===== src/sv/semaphore_with_wait_queue_unit_assert.svh =====
// Assertion macros for the semaphore wait queue unit.
`ifndef SEMAPHORE_WITH_WAIT_QUEUE_UNIT_ASSERT_SVH
`define SEMAPHORE_WITH_WAIT_QUEUE_UNIT_ASSERT_SVH

// Same-cycle implication, clocked on i_clk, off while in reset.
`define SWQ_ASSERT_IMP(label, ante, cons) \
    label: assert property (@(posedge i_clk) disable iff (!i_rst_n) (ante) |-> (cons)) \
        else $error("swq assertion failed");

// Next-cycle implication, clocked on i_clk, off while in reset.
`define SWQ_ASSERT_NXT(label, ante, cons) \
    label: assert property (@(posedge i_clk) disable iff (!i_rst_n) (ante) |=> (cons)) \
        else $error("swq assertion failed");

`endif


===== src/sv/swq_pkg.sv =====
// Shared types and constants for the semaphore wait queue unit.
`timescale 1ns / 1ps
package swq_pkg;

    localparam int QUEUE_DEPTH = 16;
    localparam int ID_BITS     = 8;
    localparam int PTR_W       = (QUEUE_DEPTH > 1) ? $clog2(QUEUE_DEPTH) : 1;
    localparam int SUM_W       = PTR_W + 1;
    localparam int FILL_W      = $clog2(QUEUE_DEPTH + 1);
    localparam int COUNT_W     = 8;
    localparam int INIT_W      = 7;

    localparam logic [INIT_W-1:0]         INIT_COUNT_RST = 7'd1;
    localparam logic signed [COUNT_W-1:0] COUNT_MAX      = 8'sd127;
    localparam logic signed [COUNT_W-1:0] COUNT_NEG_ONE  = -8'sd1;

    typedef enum logic {
        OP_WAIT   = 1'b0,
        OP_SIGNAL = 1'b1
    } t_opcode;

    typedef enum logic [1:0] {
        ACT_NONE    = 2'd0,
        ACT_SUSPEND = 2'd1,
        ACT_RESUME  = 2'd2
    } t_action;

    typedef enum logic {
        ST_IDLE = 1'b0,
        ST_READ = 1'b1
    } t_state;

    // Update decided for one request.
    typedef struct packed {
        logic signed [COUNT_W-1:0] count;
        logic [FILL_W-1:0]         fill;
        logic [PTR_W-1:0]          head;
        logic [PTR_W-1:0]          tail;
        logic                      enq;
        logic                      deq;
        t_action                   action;
        logic                      dropped;
    } t_decision;

endpackage


===== src/sv/swq_ctrl.sv =====
// Request decode: count update and queue pointer moves for one request.
`timescale 1ns / 1ps
module swq_ctrl (
    input  logic                               i_opcode,
    input  logic signed [swq_pkg::COUNT_W-1:0] i_count,
    input  logic [swq_pkg::FILL_W-1:0]         i_fill,
    input  logic [swq_pkg::PTR_W-1:0]          i_head,
    output swq_pkg::t_decision                 o_dec
);
    import swq_pkg::*;

    logic [SUM_W-1:0] w_sum;

    always_comb begin
        w_sum = SUM_W'(i_head) + SUM_W'(i_fill);
        if (w_sum >= SUM_W'(QUEUE_DEPTH)) begin
            w_sum = w_sum - SUM_W'(QUEUE_DEPTH);
        end
    end

    always_comb begin
        o_dec         = '0;
        o_dec.count   = i_count;
        o_dec.fill    = i_fill;
        o_dec.head    = i_head;
        o_dec.tail    = w_sum[PTR_W-1:0];
        o_dec.action  = ACT_NONE;
        if (i_opcode == OP_WAIT) begin
            if (!i_count[COUNT_W-1]) begin
                o_dec.count = i_count - COUNT_W'(1);
            end
            if (o_dec.count == COUNT_NEG_ONE) begin
                o_dec.action = ACT_SUSPEND;
                if (i_fill < FILL_W'(QUEUE_DEPTH)) begin
                    o_dec.enq  = 1'b1;
                    o_dec.fill = i_fill + FILL_W'(1);
                end else begin
                    o_dec.dropped = 1'b1;
                end
            end
        end else begin
            if (i_count != COUNT_MAX) begin
                o_dec.count = i_count + COUNT_W'(1);
            end
            if (!o_dec.count[COUNT_W-1] && (i_fill != '0)) begin
                o_dec.action = ACT_RESUME;
                o_dec.deq    = 1'b1;
                o_dec.fill   = i_fill - FILL_W'(1);
                o_dec.head   = (i_head == PTR_W'(QUEUE_DEPTH - 1)) ? '0 : i_head + PTR_W'(1);
            end
        end
    end

endmodule


===== src/sv/semaphore_with_wait_queue_unit.sv =====
// Latency: result registered, valid the cycle after accept; a resuming signal also
// passes the registered read of the wait queue memory (ST_READ).
// Throughput: one request per cycle unless the output is stalled; none during ST_READ.
// Reset: count loads 1, queue empty; queue memory needs no clearing pass.
// A config write reloads the count and empties the queue.
`timescale 1ns / 1ps
module semaphore_with_wait_queue_unit (
    input  logic                               i_clk,
    input  logic                               i_rst_n,
    input  logic                               i_cfg_valid,
    output logic                               o_cfg_ready,
    input  logic [swq_pkg::INIT_W-1:0]         i_cfg_initial_count,
    input  logic                               i_valid,
    output logic                               o_ready,
    input  logic                               i_opcode,
    input  logic [swq_pkg::ID_BITS-1:0]        i_requester_id,
    output logic                               o_valid,
    input  logic                               i_ready,
    output logic [1:0]                         o_action,
    output logic [swq_pkg::ID_BITS-1:0]        o_resumed_id,
    output logic                               o_dropped,
    output logic signed [swq_pkg::COUNT_W-1:0] o_count_after,
    output logic [swq_pkg::FILL_W-1:0]         o_waiting
);
    import swq_pkg::*;

    `include "semaphore_with_wait_queue_unit_assert.svh"

    t_state                    r_state, n_state;
    logic signed [COUNT_W-1:0] r_count;
    logic [FILL_W-1:0]         r_fill;
    logic [PTR_W-1:0]          r_head;
    logic                      r_out_valid;
    t_action                   r_out_action;
    logic                      r_out_dropped;
    logic [ID_BITS-1:0]        r_rd_data;
    logic [ID_BITS-1:0]        r_mem [QUEUE_DEPTH];

    t_decision w_dec;
    logic      w_accept;
    logic      w_cfg_wr;
    logic      w_rd_en;

    swq_ctrl u_ctrl (
        .i_opcode (i_opcode),
        .i_count  (r_count),
        .i_fill   (r_fill),
        .i_head   (r_head),
        .o_dec    (w_dec)
    );

    always_comb begin
        n_state = r_state;
        case (r_state)
            ST_IDLE: begin
                if (w_accept && w_dec.deq) begin
                    n_state = ST_READ;
                end
            end
            ST_READ: n_state = ST_IDLE;
            default: n_state = ST_IDLE;
        endcase
    end

    // Output register may be refilled in the cycle its beat is taken.
    always_comb begin
        o_ready = 1'b0;
        case (r_state)
            ST_IDLE: o_ready = !r_out_valid || i_ready;
            ST_READ: o_ready = 1'b0;
            default: o_ready = 1'b0;
        endcase
    end

    assign o_cfg_ready = 1'b1;
    assign w_cfg_wr    = i_cfg_valid && o_cfg_ready;
    assign w_accept    = i_valid && o_ready;
    assign w_rd_en     = w_accept && w_dec.deq;

    always_ff @(posedge i_clk) begin
        if (!i_rst_n) begin
            r_state     <= ST_IDLE;
            r_count     <= COUNT_W'(INIT_COUNT_RST);
            r_fill      <= '0;
            r_head      <= '0;
            r_out_valid <= 1'b0;
        end else begin
            r_state <= n_state;
            if (w_cfg_wr) begin
                r_count <= COUNT_W'(i_cfg_initial_count);
                r_fill  <= '0;
                r_head  <= '0;
            end else if (w_accept) begin
                r_count <= w_dec.count;
                r_fill  <= w_dec.fill;
                r_head  <= w_dec.head;
            end
            if (w_accept) begin
                r_out_valid <= !w_dec.deq;
            end else if (r_state == ST_READ) begin
                r_out_valid <= 1'b1;
            end else if (i_ready) begin
                r_out_valid <= 1'b0;
            end
        end
    end

    always_ff @(posedge i_clk) begin
        if (w_accept) begin
            r_out_action  <= w_dec.action;
            r_out_dropped <= w_dec.dropped;
        end
    end

    // Queue memory: one write port at the tail, one registered read at the head.
    always_ff @(posedge i_clk) begin
        if (w_accept && w_dec.enq) begin
            r_mem[w_dec.tail] <= i_requester_id;
        end
        if (w_rd_en) begin
            r_rd_data <= r_mem[r_head];
        end
    end

    assign o_valid       = r_out_valid;
    assign o_action      = r_out_action;
    assign o_resumed_id  = (r_out_action == ACT_RESUME) ? r_rd_data : '0;
    assign o_dropped     = r_out_dropped;
    assign o_count_after = r_count;
    assign o_waiting     = r_fill;

    `SWQ_ASSERT_IMP(a_count_floor, 1'b1, r_count >= COUNT_NEG_ONE)
    `SWQ_ASSERT_IMP(a_fill_bound, 1'b1, r_fill <= FILL_W'(QUEUE_DEPTH))
    `SWQ_ASSERT_NXT(a_read_then_out, r_state == ST_READ, r_out_valid && (r_state == ST_IDLE))
    `SWQ_ASSERT_NXT(a_deq_reads, w_rd_en && !w_cfg_wr, (r_state == ST_READ) && !r_out_valid)

endmodule

===== config.mk =====
export PLATFORM = sky130hd
export DESIGN_NAME = semaphore_with_wait_queue_unit
export DESIGN_NICKNAME = d
export VERILOG_FILES = /design/src/sv/swq_pkg.sv /design/src/sv/swq_ctrl.sv /design/src/sv/semaphore_with_wait_queue_unit.sv
export VERILOG_INCLUDE_DIRS = /design/src /design/src/sv
export SDC_FILE = /design/constraint.sdc
export NUM_CORES = 1
export LEC_CHECK = 0
export ABC_AREA = 1
export ABC_CLOCK_PERIOD_IN_PS = 4900
export BUFFER_PORTS_ARGS = -buffer_cell sky130_fd_sc_hd__buf_2
export CAP_MARGIN = 15
export CORE_MARGIN = 5
export CORE_UTILIZATION = 50
export DETAILED_ROUTE_END_ITERATION = 10
export PLACE_DENSITY = 0.67
export SLEW_MARGIN = 20
export SYNTH_ARGS = -nofsm -noshare
export SYNTH_HDL_FRONTEND = slang
export SYNTH_HIERARCHICAL = 1
export SYNTH_SLANG_ARGS = --single-unit

===== constraint.sdc =====
create_clock -name i_clk -period 4.9 [get_ports i_clk]
set_clock_uncertainty 0.05 [all_clocks]
set_input_delay 0.49 -clock i_clk [delete_from_list [all_inputs] [get_ports i_clk]]
set_output_delay 0.49 -clock i_clk [all_outputs]
set_load 0.02 [all_outputs]

==> results of run 1 <==
[path summary, 6_finish.rpt]
path / from / endpoint / cells past startpoint
setup / recovery: o_count_after[0] / r_mem[12][6] / 13
hold / removal: i_rst_n / o_valid / 3
setup reg to reg: o_count_after[0] / r_mem[12][6] / 13
hold reg to reg: r_state / o_valid / 4
[cell usage in the layout, fill, tap and decap left out, drive strengths merged]
| cell type | n |
|---|---|
| o22ai | 2 |
| nand3b | 1 |
| clkbuf | 18 |
| or2 | 1 |
| inv | 153 |
| nand2 | 278 |
| clkinv | 12 |
| conb | 1 |
| dfxtp | 19 |
| clkinvlp | 2 |
| ha | 8 |
| a21oi | 22 |
| o21ai | 29 |
| nor3 | 3 |
| a31oi | 1 |
| buf | 48 |
| edfxtp | 139 |
| bufinv | 2 |
| xnor2 | 6 |
| nand3 | 128 |
| fa | 1 |
| nand4 | 3 |
| a22o | 1 |
| nor2 | 48 |
| xor2 | 6 |
[registers in the layout, summed over array words and instances (netlist names)]
signal and flops:
o_action 2, o_count_after 8, o_dropped 1, o_valid 1, o_waiting 5, r_head 4, r_mem 128, r_rd_data 8
r_state 1
[layer usage]
layer / vias to the layer above / GRT usage / wire (um)
li1: 2901 / - / -
met1: 2643 / 0.301 / 8080
met2: 243 / 0.312 / 8480
met3: 20 / 0.0420 / 1570
met4: 0 / 0.0661 / 236
met5: - / 0 / 0
[worst reg2reg max path, delay by kind of cell, from the launching register on]
family | cells | cell delay (ns)
buffers and inverters | 2 | 0.18
AOI/OAI and AO/OA | 1 | 0.09
DFF | 1 | 0.45
and+or+nand+nor | 9 | 1.89
adders and majority gates | 1 | 0.32
[cell type report]
type | instances | area (um^2) | share of cell area
clock buffer | 18 | 429 | 0.0494
clock inverter | 12 | 124 | 0.0143
inverter | 157 | 591 | 0.0680
multi-input combinational | 539 | 2480 | 0.286
sequential | 158 | 4560 | 0.524
tap | 211 | 264 | 0.0304
timing repair buffer | 48 | 245 | 0.0282
[logic make-up after synthesis]
family,after synthesis,share of synthesized area
AOI/OAI and AO/OA,55,0.0359
buffers and inverters,191,0.107
other,1,0.000476
xor gates and xnor gates,12,0.0133
and+or+nand+nor,462,0.250
adders and majority gates,9,0.0152
DFF,158,0.578
[metrics by stage]
stage               worst slack, ns  std cells  hold slack, ns
CTS                            1.51       1143           0.237
detailed placement             1.54       1113           0.513
global route                   1.20       1143           0.280
global placement               1.66       1113           0.517
finish                         1.54       1143           0.252
floorplan                      2.11        888           0.479
[where the power goes]
group / internal, mW / switching, mW / leakage [nW]
Combinational: 0.0555 / 0.144 / 2.12
Clock: 0.738 / 0.499 / 0.266
Sequential: 1.47 / 0.0146 / 1.41
[synth_stat cells]
library cell / instances
nor2_1: 43
o22ai_1: 2
inv_2: 9
buf_6: 13
nor3_2: 1
nand2_1: 275
nand3b_1: 1
nand3_1: 127
nand2_4: 1
conb_1: 1
a22o_1: 1
a21oi_1: 22
nor2_4: 2
clkinv_1: 3
nand3_2: 1
nand4_1: 3
ha_1: 8
buf_4: 2
inv_1: 145
dfxtp_1: 19
nor3_1: 2
a31oi_1: 1
edfxtp_1: 139
nor2_2: 2
xnor2_1: 6
xor2_1: 6
buf_2: 16
o21ai_1: 12
nor2_8: 1
o21ai_0: 17
fa_1: 1
or2_2: 1
nand2_2: 2
clkbuf_1: 3
==> key figures, run 1 <==
Outcome
  – Outcome: finished, final reports clean

Synthesis
  – Synth top area cells: edfxtp_1 53%, nand2_1 13%, nand3_1 8.1%, inv_1 6.9%, dfxtp_1 4.8%
  – Mapped Cells: between 800 and 900
  – Mapped Area: 0.00788 mm^2
  – Syn Nets: about 920
  – Synthesized area per cell: 8.87 um^2
  – Netlist cell types: 34
  – Synth area leader: edfxtp_1
  – Yosys reg bits: approximately 160
  – Top-area cell type share of the netlist area: 0.530
  – Synth warn: 6
  – Register area share after synthesis: 0.578

Timing
  – Slew Viols, Final: 0
  – Setup_tns: 0 ns
  – Finish-stage setup viols: 0
  – Final min period: 3.36 ns
  – Period utilisation layout: 0.687
  – Final hold viol count: 0
  – Slew @ Worst Pin: 0.955 ns
  – Relative slew slack: 0.362
  – Max Fclk: 0.297 GHz
  – RSZ-0062 raised after global routing: false

Placed design
  – Gpl congestion: 0.918
  – Final HPWL DP: 12.1 mm
  – Post-Place Cell Area: between 0.008 and 0.009 mm^2
  – Number of port buffers: between 40 and 50

Clock network
  – Clock transition at path regs: 0.06 ns
  – Root Buffer: clkbuf_16
  – Clock sink count: ~160
  – H-tree depth: 4
  – CTS tree: built
  – CTS Hold Bufs: 0
  – Clock Tree Buf Depth: 2
  – # resized after CTS: 0
  – Clock latency at the later pin of the worst-skew pair: roughly 0.42 ns
  – Num CTS Buffers: 17
  – Number of post-CTS setup repair buffers: 0

Worst setup path
  – R2R setup slack: roughly 1.5 ns
  – Crit-path cells: inv_1 -> ha_1 -> nor2_1 -> o21ai_1 -> nor2_1 -> nand2_1 -> nor2_4 -> nand3_1 -> nor2_1 -> inv_1 -> nor2_2 -> nand3_1 -> nor2_1
  – Top Family by Delay on Critical Path: simple AND/OR/NAND/NOR gates
  – WP data arrival: about 3.4 ns
  – Setup crit start kind: flip-flop
  – Most Frequent Cell on Critical Path: nor2_1
  – CP max stage cell: nor2_1
  – Crit. End Element: flip-flop
  – Crit-path max FO: 8
  – CP Data Required Time: approximately 4.9 ns
  – Buf/Inv on CP: 2
  – Critical path's largest stage delay: 0.66 ns
  – CP Class: reg -> reg

Routing
  – Drt drc: 0
  – Post-route ant nets: 0
  – DRT iter0 DRCs: around 640
  – DR pass1 iterations: 6
  – DRT Wirelength: 18.4 mm
  – Vias: between 5k and 6k
  – DR vias/cell: 5.08
  – Wirelength per Cell: between 15 and 20 um

Floorplanning
  – Die area: around 0.018 mm^2
  – Die height: 136 um
  – Placeable Area: ~0.015 mm^2
  – Starting Density: 0.514
  – Die X: 136 um
  – # rows: 45
  – # IOs: 48

Finish
  – Filler instances: between 1k and 1.5k
  – Layout cells sized above 1: 0.103
  – Fin area: just under 0.009 mm^2
  – Layout Area Growth over Synthesis: 10.3%
  – Nets: about 950
  – Final core occ: 0.567
  – Antenna cells: 0

Flow run
  – Max-cap violations: 0

GRT
  – Initial antenna violation count: 0
  – Pin count of the biggest net entering global routing: 70
  – First-pass GRT wire length: 28.6 mm
  – Gr usage total: 0.206
  – Grt total ovfl: 0
  – Number of global-route vias before repair: between 5k and 6k

Power and ir drop
  – Leakage Power: ~3.8 nW
  – Pwr dens: ~340 mW/mm^2
  – Total power: 2.92 mW
  – Peak supply drop: approximately 220 uV

Hold path
  – Min-Delay Path Class: in -> reg
Power figures use the tool's default switching activity.
==> run 2: changes to the inputs <==
- ABC_CLOCK_PERIOD_IN_PS: 4900 -> 3000
- PLACE_DENSITY: 0.67 -> 0.69
- clock period: 4.9 -> 3 ns (I/O delays scaled with it)
==> run 2 against run 1 <==
Final cell count increased by 2.9%. Clock power increased by 73%. Critical path type unchanged. Power increased by 68%. Critical path depth increased by 1. Combinational power increased by 74%. Fmax increased by 21%. Largest cell class unchanged.
==> key figures, run 2 (synthesized netlist as in run 1, its figures left out) <==
Worst setup path
  – Crit-path max FO: 8 (unchanged)
  – CP Class: reg -> reg (unchanged)
  – Setup crit start kind: flip-flop (unchanged)
  – CP Data Required Time: 3.08 ns (was 4.90 ns)
  – Crit. End Element: flip-flop (unchanged)
  – WP data arrival: 2.86 ns (was 3.37 ns)

Finish
  – Register area: 0.00456 mm^2 (unchanged)
  – Filler instances: 1388 (was 1386)
  – Most common cell after layout, fill and taps aside: nand2_1 (unchanged)
  – Max reg flops: 128 (unchanged)
  – Layout Area Growth over Synthesis: 13.8% (was 10.3%)
  – Register bank with the most flops: r_mem (unchanged)
  – Most frequent cells in the layout: 275 x nand2_1, 145 x inv_1, 139 x edfxtp_1, 127 x nand3_1, 46 x buf_2 (unchanged)
  – Final core occ: 0.586 (was 0.567)
  – Nets: 982 (was 951)
  – Area occupied by multi-input gates: 0.00249 mm^2 (was 0.00248 mm^2)
  – Layout cells sized above 1: 0.139 (was 0.103)
  – Antenna cells: 0 (unchanged)

Timing
  – RSZ-0062 raised after global routing: true (was false)
  – Final hold slack: 0.0510 ns (was 0.252 ns)
  – Finish-stage setup viols: 0 (unchanged)
  – Slew Viols, Final: 0 (unchanged)
  – Final hold viol count: 0 (unchanged)
  – Relative slew slack: 0.552 (was 0.362)
  – Slew @ Worst Pin: 0.672 ns (was 0.955 ns)
  – Max Fclk: 0.360 GHz (was 0.297 GHz)
  – Final min period: 2.77 ns (was 3.36 ns)
  – Period utilisation layout: 0.925 (was 0.687)

GRT
  – Pin count of the biggest net entering global routing: 41 (was 70)
  – Initial antenna violation count: 0 (unchanged)
  – Grt total ovfl: 0 (unchanged)
  – Number of global-route vias before repair: 5516 (was 5277)
  – Gr usage total: 0.213 (was 0.206)
  – First-pass GRT wire length: 29.7 mm (was 28.6 mm)

Routing
  – DRT Wirelength: 18.8 mm (was 18.4 mm)
  – DR pass1 iterations: 7 (was 6)
  – Drt drc: 0 (unchanged)
  – DRT iter0 DRCs: 569 (was 644)
  – DR vias/cell: 5.11 (was 5.08)
  – Post-route ant nets: 0 (unchanged)
  – Wirelength per Cell: 16.0 um (was 16.1 um)
  – Vias: 6006 (was 5807)

Placed design
  – Number of port buffers: 46 (unchanged)
  – Final HPWL DP: 12.4 mm (was 12.1 mm)
  – Gpl congestion: 0.914 (was 0.918)

Clock network
  – CTS tree: built (unchanged)
  – Root Buffer: clkbuf_16 (unchanged)
  – Clock latency at the later pin of the worst-skew pair: 0.43 ns (was 0.42 ns)
  – H-tree depth: 4 (unchanged)
  – Clock sink count: 158 (unchanged)
  – Clock Tree Buf Depth: 2 (unchanged)
  – Clock transition at path regs: 0.06 ns (about the same)
  – Num CTS Buffers: 17 (unchanged)

Power and ir drop
  – Peak supply drop: 448 uV (was 222 uV)
  – Leakage Power: 3.97 nW (was 3.79 nW)
  – Pwr dens: 546 mW/mm^2 (was 336 mW/mm^2)

Floorplanning
  – Die X: 136 um (unchanged)
  – Die area: 0.0184 mm^2 (unchanged)
  – Starting Density: 0.514 (unchanged)
  – # IOs: 48 (unchanged)
  – Die height: 136 um (unchanged)
  – Placeable Area: 0.0153 mm^2 (unchanged)
  – # rows: 45 (unchanged)

Flow run
  – Max-cap violations: 0 (unchanged)

Outcome
  – Outcome: finished, final reports clean (unchanged)

Hold path
  – Min-Delay Path Class: in -> reg (unchanged)
[run 2: cell count changes in the layout (fill, tap and decap cells not counted), sizes merged]
| cell | before | now |
|---|---|---|
| clkinv | 12 | 7 |
| clkinvlp | 2 | 3 |
| buf | 48 | 79 |
| inv | 153 | 159 |
[run 2: area by class of cell]
cell class	count	area share
clock inverter	14	0.0177
clock buffer	18	0.0478
inverter	157	0.0657
tap	211	0.0294
multi-input combinational	539	0.278
sequential	158	0.508
timing repair buffer	79	0.0533
[run 2: critical path, stage by stage, from the launching register on]
cell,delay (ns)
dfxtp_1,0.32
inv_1,0.07
ha_1,0.30
nor2_1,0.13
o21ai_1,0.09
nor2_1,0.09
nand2_1,0.10
nor2_4,0.15
nand3_1,0.16
nor2_1,0.15
inv_1,0.08
nor2_2,0.16
nand3_1,0.25
nor2_1,0.18
buf_4,0.19
[run 2: worst paths after layout]
kind	from	endpoint	slack [ns]	cells past startpoint
hold reg to reg	r_state	o_valid	0.52	4
hold / removal	i_rst_n	o_valid	0.05	3
setup / recovery	o_count_after[0]	r_mem[12][3]	0.23	14
setup reg to reg	o_count_after[0]	r_mem[12][3]	0.23	14
[run 2: per-layer routing]
metal	vias up	wire, um	GRT usage
met5	-	0	0
met4	0	385	0.0812
met3	30	1150	0.0375
met2	209	9030	0.338
met1	2795	8250	0.295
li1	2972	-	-
[run 2: report_power, final]
part	leakage [nW]	switching, mW	internal [mW]	total [mW]
sequential	1.41	0.0150	2.40	2.42
clock	0.281	0.896	1.24	2.14
combinational	2.28	0.247	0.0998	0.347
total	3.97	1.16	3.74	4.90
[run 2: repair_timing]
item	CTS	global route
setup endpoints to repair	0	77
hold buffers	0	0
setup buffers	0	0
resized for setup	0	4
[run 2: stage by stage]
step	instance area, um^2	worst slack (ns)	instances	power, mW	setup TNS, ns
after floorplan	7880	0.211	888	2.69	0
after global placement	8370	0.275	1144	2.80	0
after detailed placement	8370	0.173	1144	2.81	0
after CTS	8960	0.112	1176	4.92	0
after global routing	8970	-0.0352	1176	5.06	-0.744
final	8970	0.225	1176	4.90	0
==> run 3: changes to the inputs <==
- BUFFER_PORTS_ARGS: -buffer_cell sky130_fd_sc_hd__buf_2 -> default
- DONT_BUFFER_PORTS: default -> 1
- PLACE_DENSITY: 0.69 -> 0.67
- RECOVER_POWER: default -> 100
==> run 3 against run 2 <==
Hold slack worse by 0.034 ns. Wire length down 0.64%. Sequential cell count unchanged. Via count down 3.1%. Non-clock buffer count down 35. Power up 3.3%. Largest power group unchanged. Highest routed layer is now met5.
==> key figures, run 3 (synthesized netlist as in run 1, its figures left out) <==
Routing
  – Wirelength per Cell: 16.4 um (was 16.0 um)
  – Drt drc: 0 (unchanged)
  – Vias: 5820 (was 6006)
  – Post-route ant nets: 0 (unchanged)
  – DR pass1 iterations: 5 (was 7)
  – DRT iter0 DRCs: 569 (unchanged)
  – DR vias/cell: 5.10 (was 5.11)
  – DRT Wirelength: 18.7 mm (was 18.8 mm)

Placed design
  – Number of port buffers: 0 (was 46)
  – Inst Count DP: 1100 (was 1144)
  – Post-Place Cell Area: 0.00817 mm^2 (was 0.00837 mm^2)
  – Gpl congestion: 0.878 (was 0.914)
  – Final HPWL DP: 12.3 mm (was 12.4 mm)

Worst setup path
  – Crit. End Element: flip-flop (unchanged)
  – Crit-path cells: clkbuf_1 -> nand2_1 -> nor2_2 -> nand2_1 -> nand2_1 -> nand3_1 -> nand2_1 -> nand2_4 -> nor2_8 -> inv_1 -> nor2_1 -> buf_4 (was inv_1 -> ha_1 -> nor2_1 -> o21ai_1 -> nor2_1 -> nand2_1 -> nor2_4 -> nand3_1 -> nor2_1 -> inv_1 -> nor2_2 -> nand3_1 -> nor2_1 -> buf_4)
  – WP data arrival: 2.87 ns (was 2.86 ns)
  – FF-to-FF path depth: 12 (was 14)
  – Crit path from: o_count_after[3] (was o_count_after[0])
  – RR Endpoint: r_rd_data[6] (was r_mem[12][3])
  – Crit-path max FO: 9 (was 8)
  – CP Data Required Time: 3.07 ns (was 3.08 ns)
  – Setup crit start kind: flip-flop (unchanged)
  – Most Frequent Cell on Critical Path: nand2_1 (was nor2_1)
  – R2R Path Start: o_count_after[3] (was o_count_after[0])
  – CP Class: reg -> reg (unchanged)
  – CP max stage cell: dfxtp_1 (unchanged)
  – R2R setup slack: 0.21 ns (was 0.23 ns)
  – Critical path's largest stage delay: 0.45 ns (was 0.32 ns)

Timing
  – Slew Viols, Final: 0 (unchanged)
  – Slew @ Worst Pin: 1.16 ns (was 0.672 ns)
  – Max Fclk: 0.358 GHz (was 0.360 GHz)
  – Final hold viol count: 0 (unchanged)
  – Final hold slack: 0.0170 ns (was 0.0510 ns)
  – RSZ-0062 raised after global routing: false (was true)
  – Relative slew slack: 0.229 (was 0.552)
  – Period utilisation layout: 0.931 (was 0.925)
  – Finish-stage setup viols: 0 (unchanged)
  – Setup_tns: 0 ns (unchanged)
  – Final min period: 2.79 ns (was 2.77 ns)

GRT
  – Grt total ovfl: 0 (unchanged)
  – Gr usage total: 0.212 (was 0.213)
  – First-pass GRT wire length: 29.4 mm (was 29.7 mm)
  – Pin count of the biggest net entering global routing: 69 (was 41)
  – Initial antenna violation count: 1 (was 0)
  – Number of global-route vias before repair: 5452 (was 5516)

Hold path
  – Hold_sp: i_cfg_initial_count[0] (was i_rst_n)
  – Hold Path Stages: 2 (was 3)
  – Min-Delay Path Class: in -> reg (unchanged)
  – Hold EP: o_count_after[0] (was o_valid)

Floorplanning
  – Die X: 136 um (unchanged)
  – # rows: 45 (unchanged)
  – Placeable Area: 0.0153 mm^2 (unchanged)
  – # IOs: 48 (unchanged)
  – Die area: 0.0184 mm^2 (unchanged)
  – Die height: 136 um (unchanged)
  – Starting Density: 0.514 (unchanged)

Outcome
  – Outcome: finished, final reports clean (unchanged)

Power and ir drop
  – Switching part of the total: 0.210 (was 0.236)
  – Clock share of power: 0.458 (was 0.436)
  – Comb power frac: 0.064 (was 0.071)
  – Peak supply drop: 430 uV (was 448 uV)
  – Internal power: 4.00 mW (was 3.74 mW)
  – Pwr dens: 571 mW/mm^2 (was 546 mW/mm^2)
  – Switch Pwr: 1.06 mW (was 1.16 mW)
  – Leakage Power: 3.81 nW (was 3.97 nW)
  – Seq pwr share: 0.478 (was 0.493)

Finish
  – Fin area: 0.00887 mm^2 (was 0.00897 mm^2)
  – Layout cells sized above 1: 0.0839 (was 0.139)
  – Register bank with the most flops: r_mem (unchanged)
  – Most common cell after layout, fill and taps aside: nand2_1 (unchanged)
  – Non-filler cells, final: 1142 (was 1176)
  – Final core occ: 0.579 (was 0.586)
  – Most frequent cells in the layout: 277 x nand2_1, 147 x inv_1, 139 x edfxtp_1, 124 x nand3_1, 41 x nor2_1 (was 275 x nand2_1, 145 x inv_1, 139 x edfxtp_1, 127 x nand3_1, 46 x buf_2)
  – Layout Area Growth over Synthesis: 12.6% (was 13.8%)
  – Max reg flops: 128 (unchanged)
  – Nets: 947 (was 982)

Clock network
  – Num CTS Buffers: 17 (unchanged)
  – CTS tree: built (unchanged)
  – Root Buffer: clkbuf_16 (unchanged)
  – Clock Tree Buf Depth: 2 (unchanged)
  – Clock latency at the later pin of the worst-skew pair: 0.42 ns (was 0.43 ns)
  – Clock sink count: 158 (unchanged)
  – Clock transition at path regs: 0.06 ns (about the same)
  – H-tree depth: 4 (unchanged)

Flow run
  – Max-cap violations: 0 (unchanged)
## run 3: cell types whose count changed in the layout (fill, tap and decap cells not counted), sizes merged
cell         change
buf             -57
bufinv           +3
clkbuf          +15
diode            +1
dlygate4sd3      +9
inv              -5
## run 3: power by group through the flow
stage	combinational [mW]	sequential, mW	clock, mW
after floorplan	0.209	2.48	0
after global placement	0.280	2.47	0
after detailed placement	0.281	2.47	0
after CTS	0.326	2.42	2.36
after global routing	0.361	2.42	2.45
final	0.324	2.42	2.32
## run 3: final cells by class
class	instances	area, um^2
Fill cell	1370	6450
Sequential cell	158	4560
Multi-Input combinational cell	539	2500
Inverter	157	589
Clock buffer	20	457
Timing Repair Buffer	44	307
Tap cell	211	264
Clock inverter	12	191
Antenna cell	1	2.50
## run 3: repair_timing
| item | 4_1_cts | 5_1_grt |
|---|---|---|
| setup buffers | 0 | 0 |
| hold endpoints to repair | 129 | 0 |
| hold buffers | 9 | 0 |
| setup endpoints to repair | 0 | 126 |
| gates resized for setup | 0 | 8 |
## run 3: critical path, delay by kind of cell (launching register included)
kind | cells | cell delay (ns)
buffers and inverters | 3 | 0.70
DFF | 1 | 0.45
and+or+nand+nor | 9 | 1.28
## run 3: routing by layer
| metal | GRT usage | share of wire | vias up |
|---|---|---|---|
| met5 | 0 | 0.00080 | - |
| met2 | 0.326 | 0.46 | 199 |
| met4 | 0.0784 | 0.024 | 2 |
| li1 | - | - | 2909 |
| met1 | 0.288 | 0.44 | 2669 |
| met3 | 0.0613 | 0.069 | 41 |
## run 3: metrics by stage
| stage | power (mW) | worst slack, ns |
|---|---|---|
| floorplan | 2.69 | 0.211 |
| global route | 5.24 | 0.0159 |
| finish | 5.07 | 0.208 |
| global placement | 2.75 | 0.239 |
| CTS | 5.10 | 0.161 |
| detailed placement | 2.75 | 0.200 |
## run 3: how the worst max path moves through the flow
| stage | endpoint |
|---|---|
| after floorplan | r_mem[0][0] |
| after global placement | r_mem[11][7] |
| after detailed placement | r_mem[7][1] |
| after CTS | r_mem[7][1] |
| after global routing | r_mem[15][6] |
| final | r_rd_data[6] |
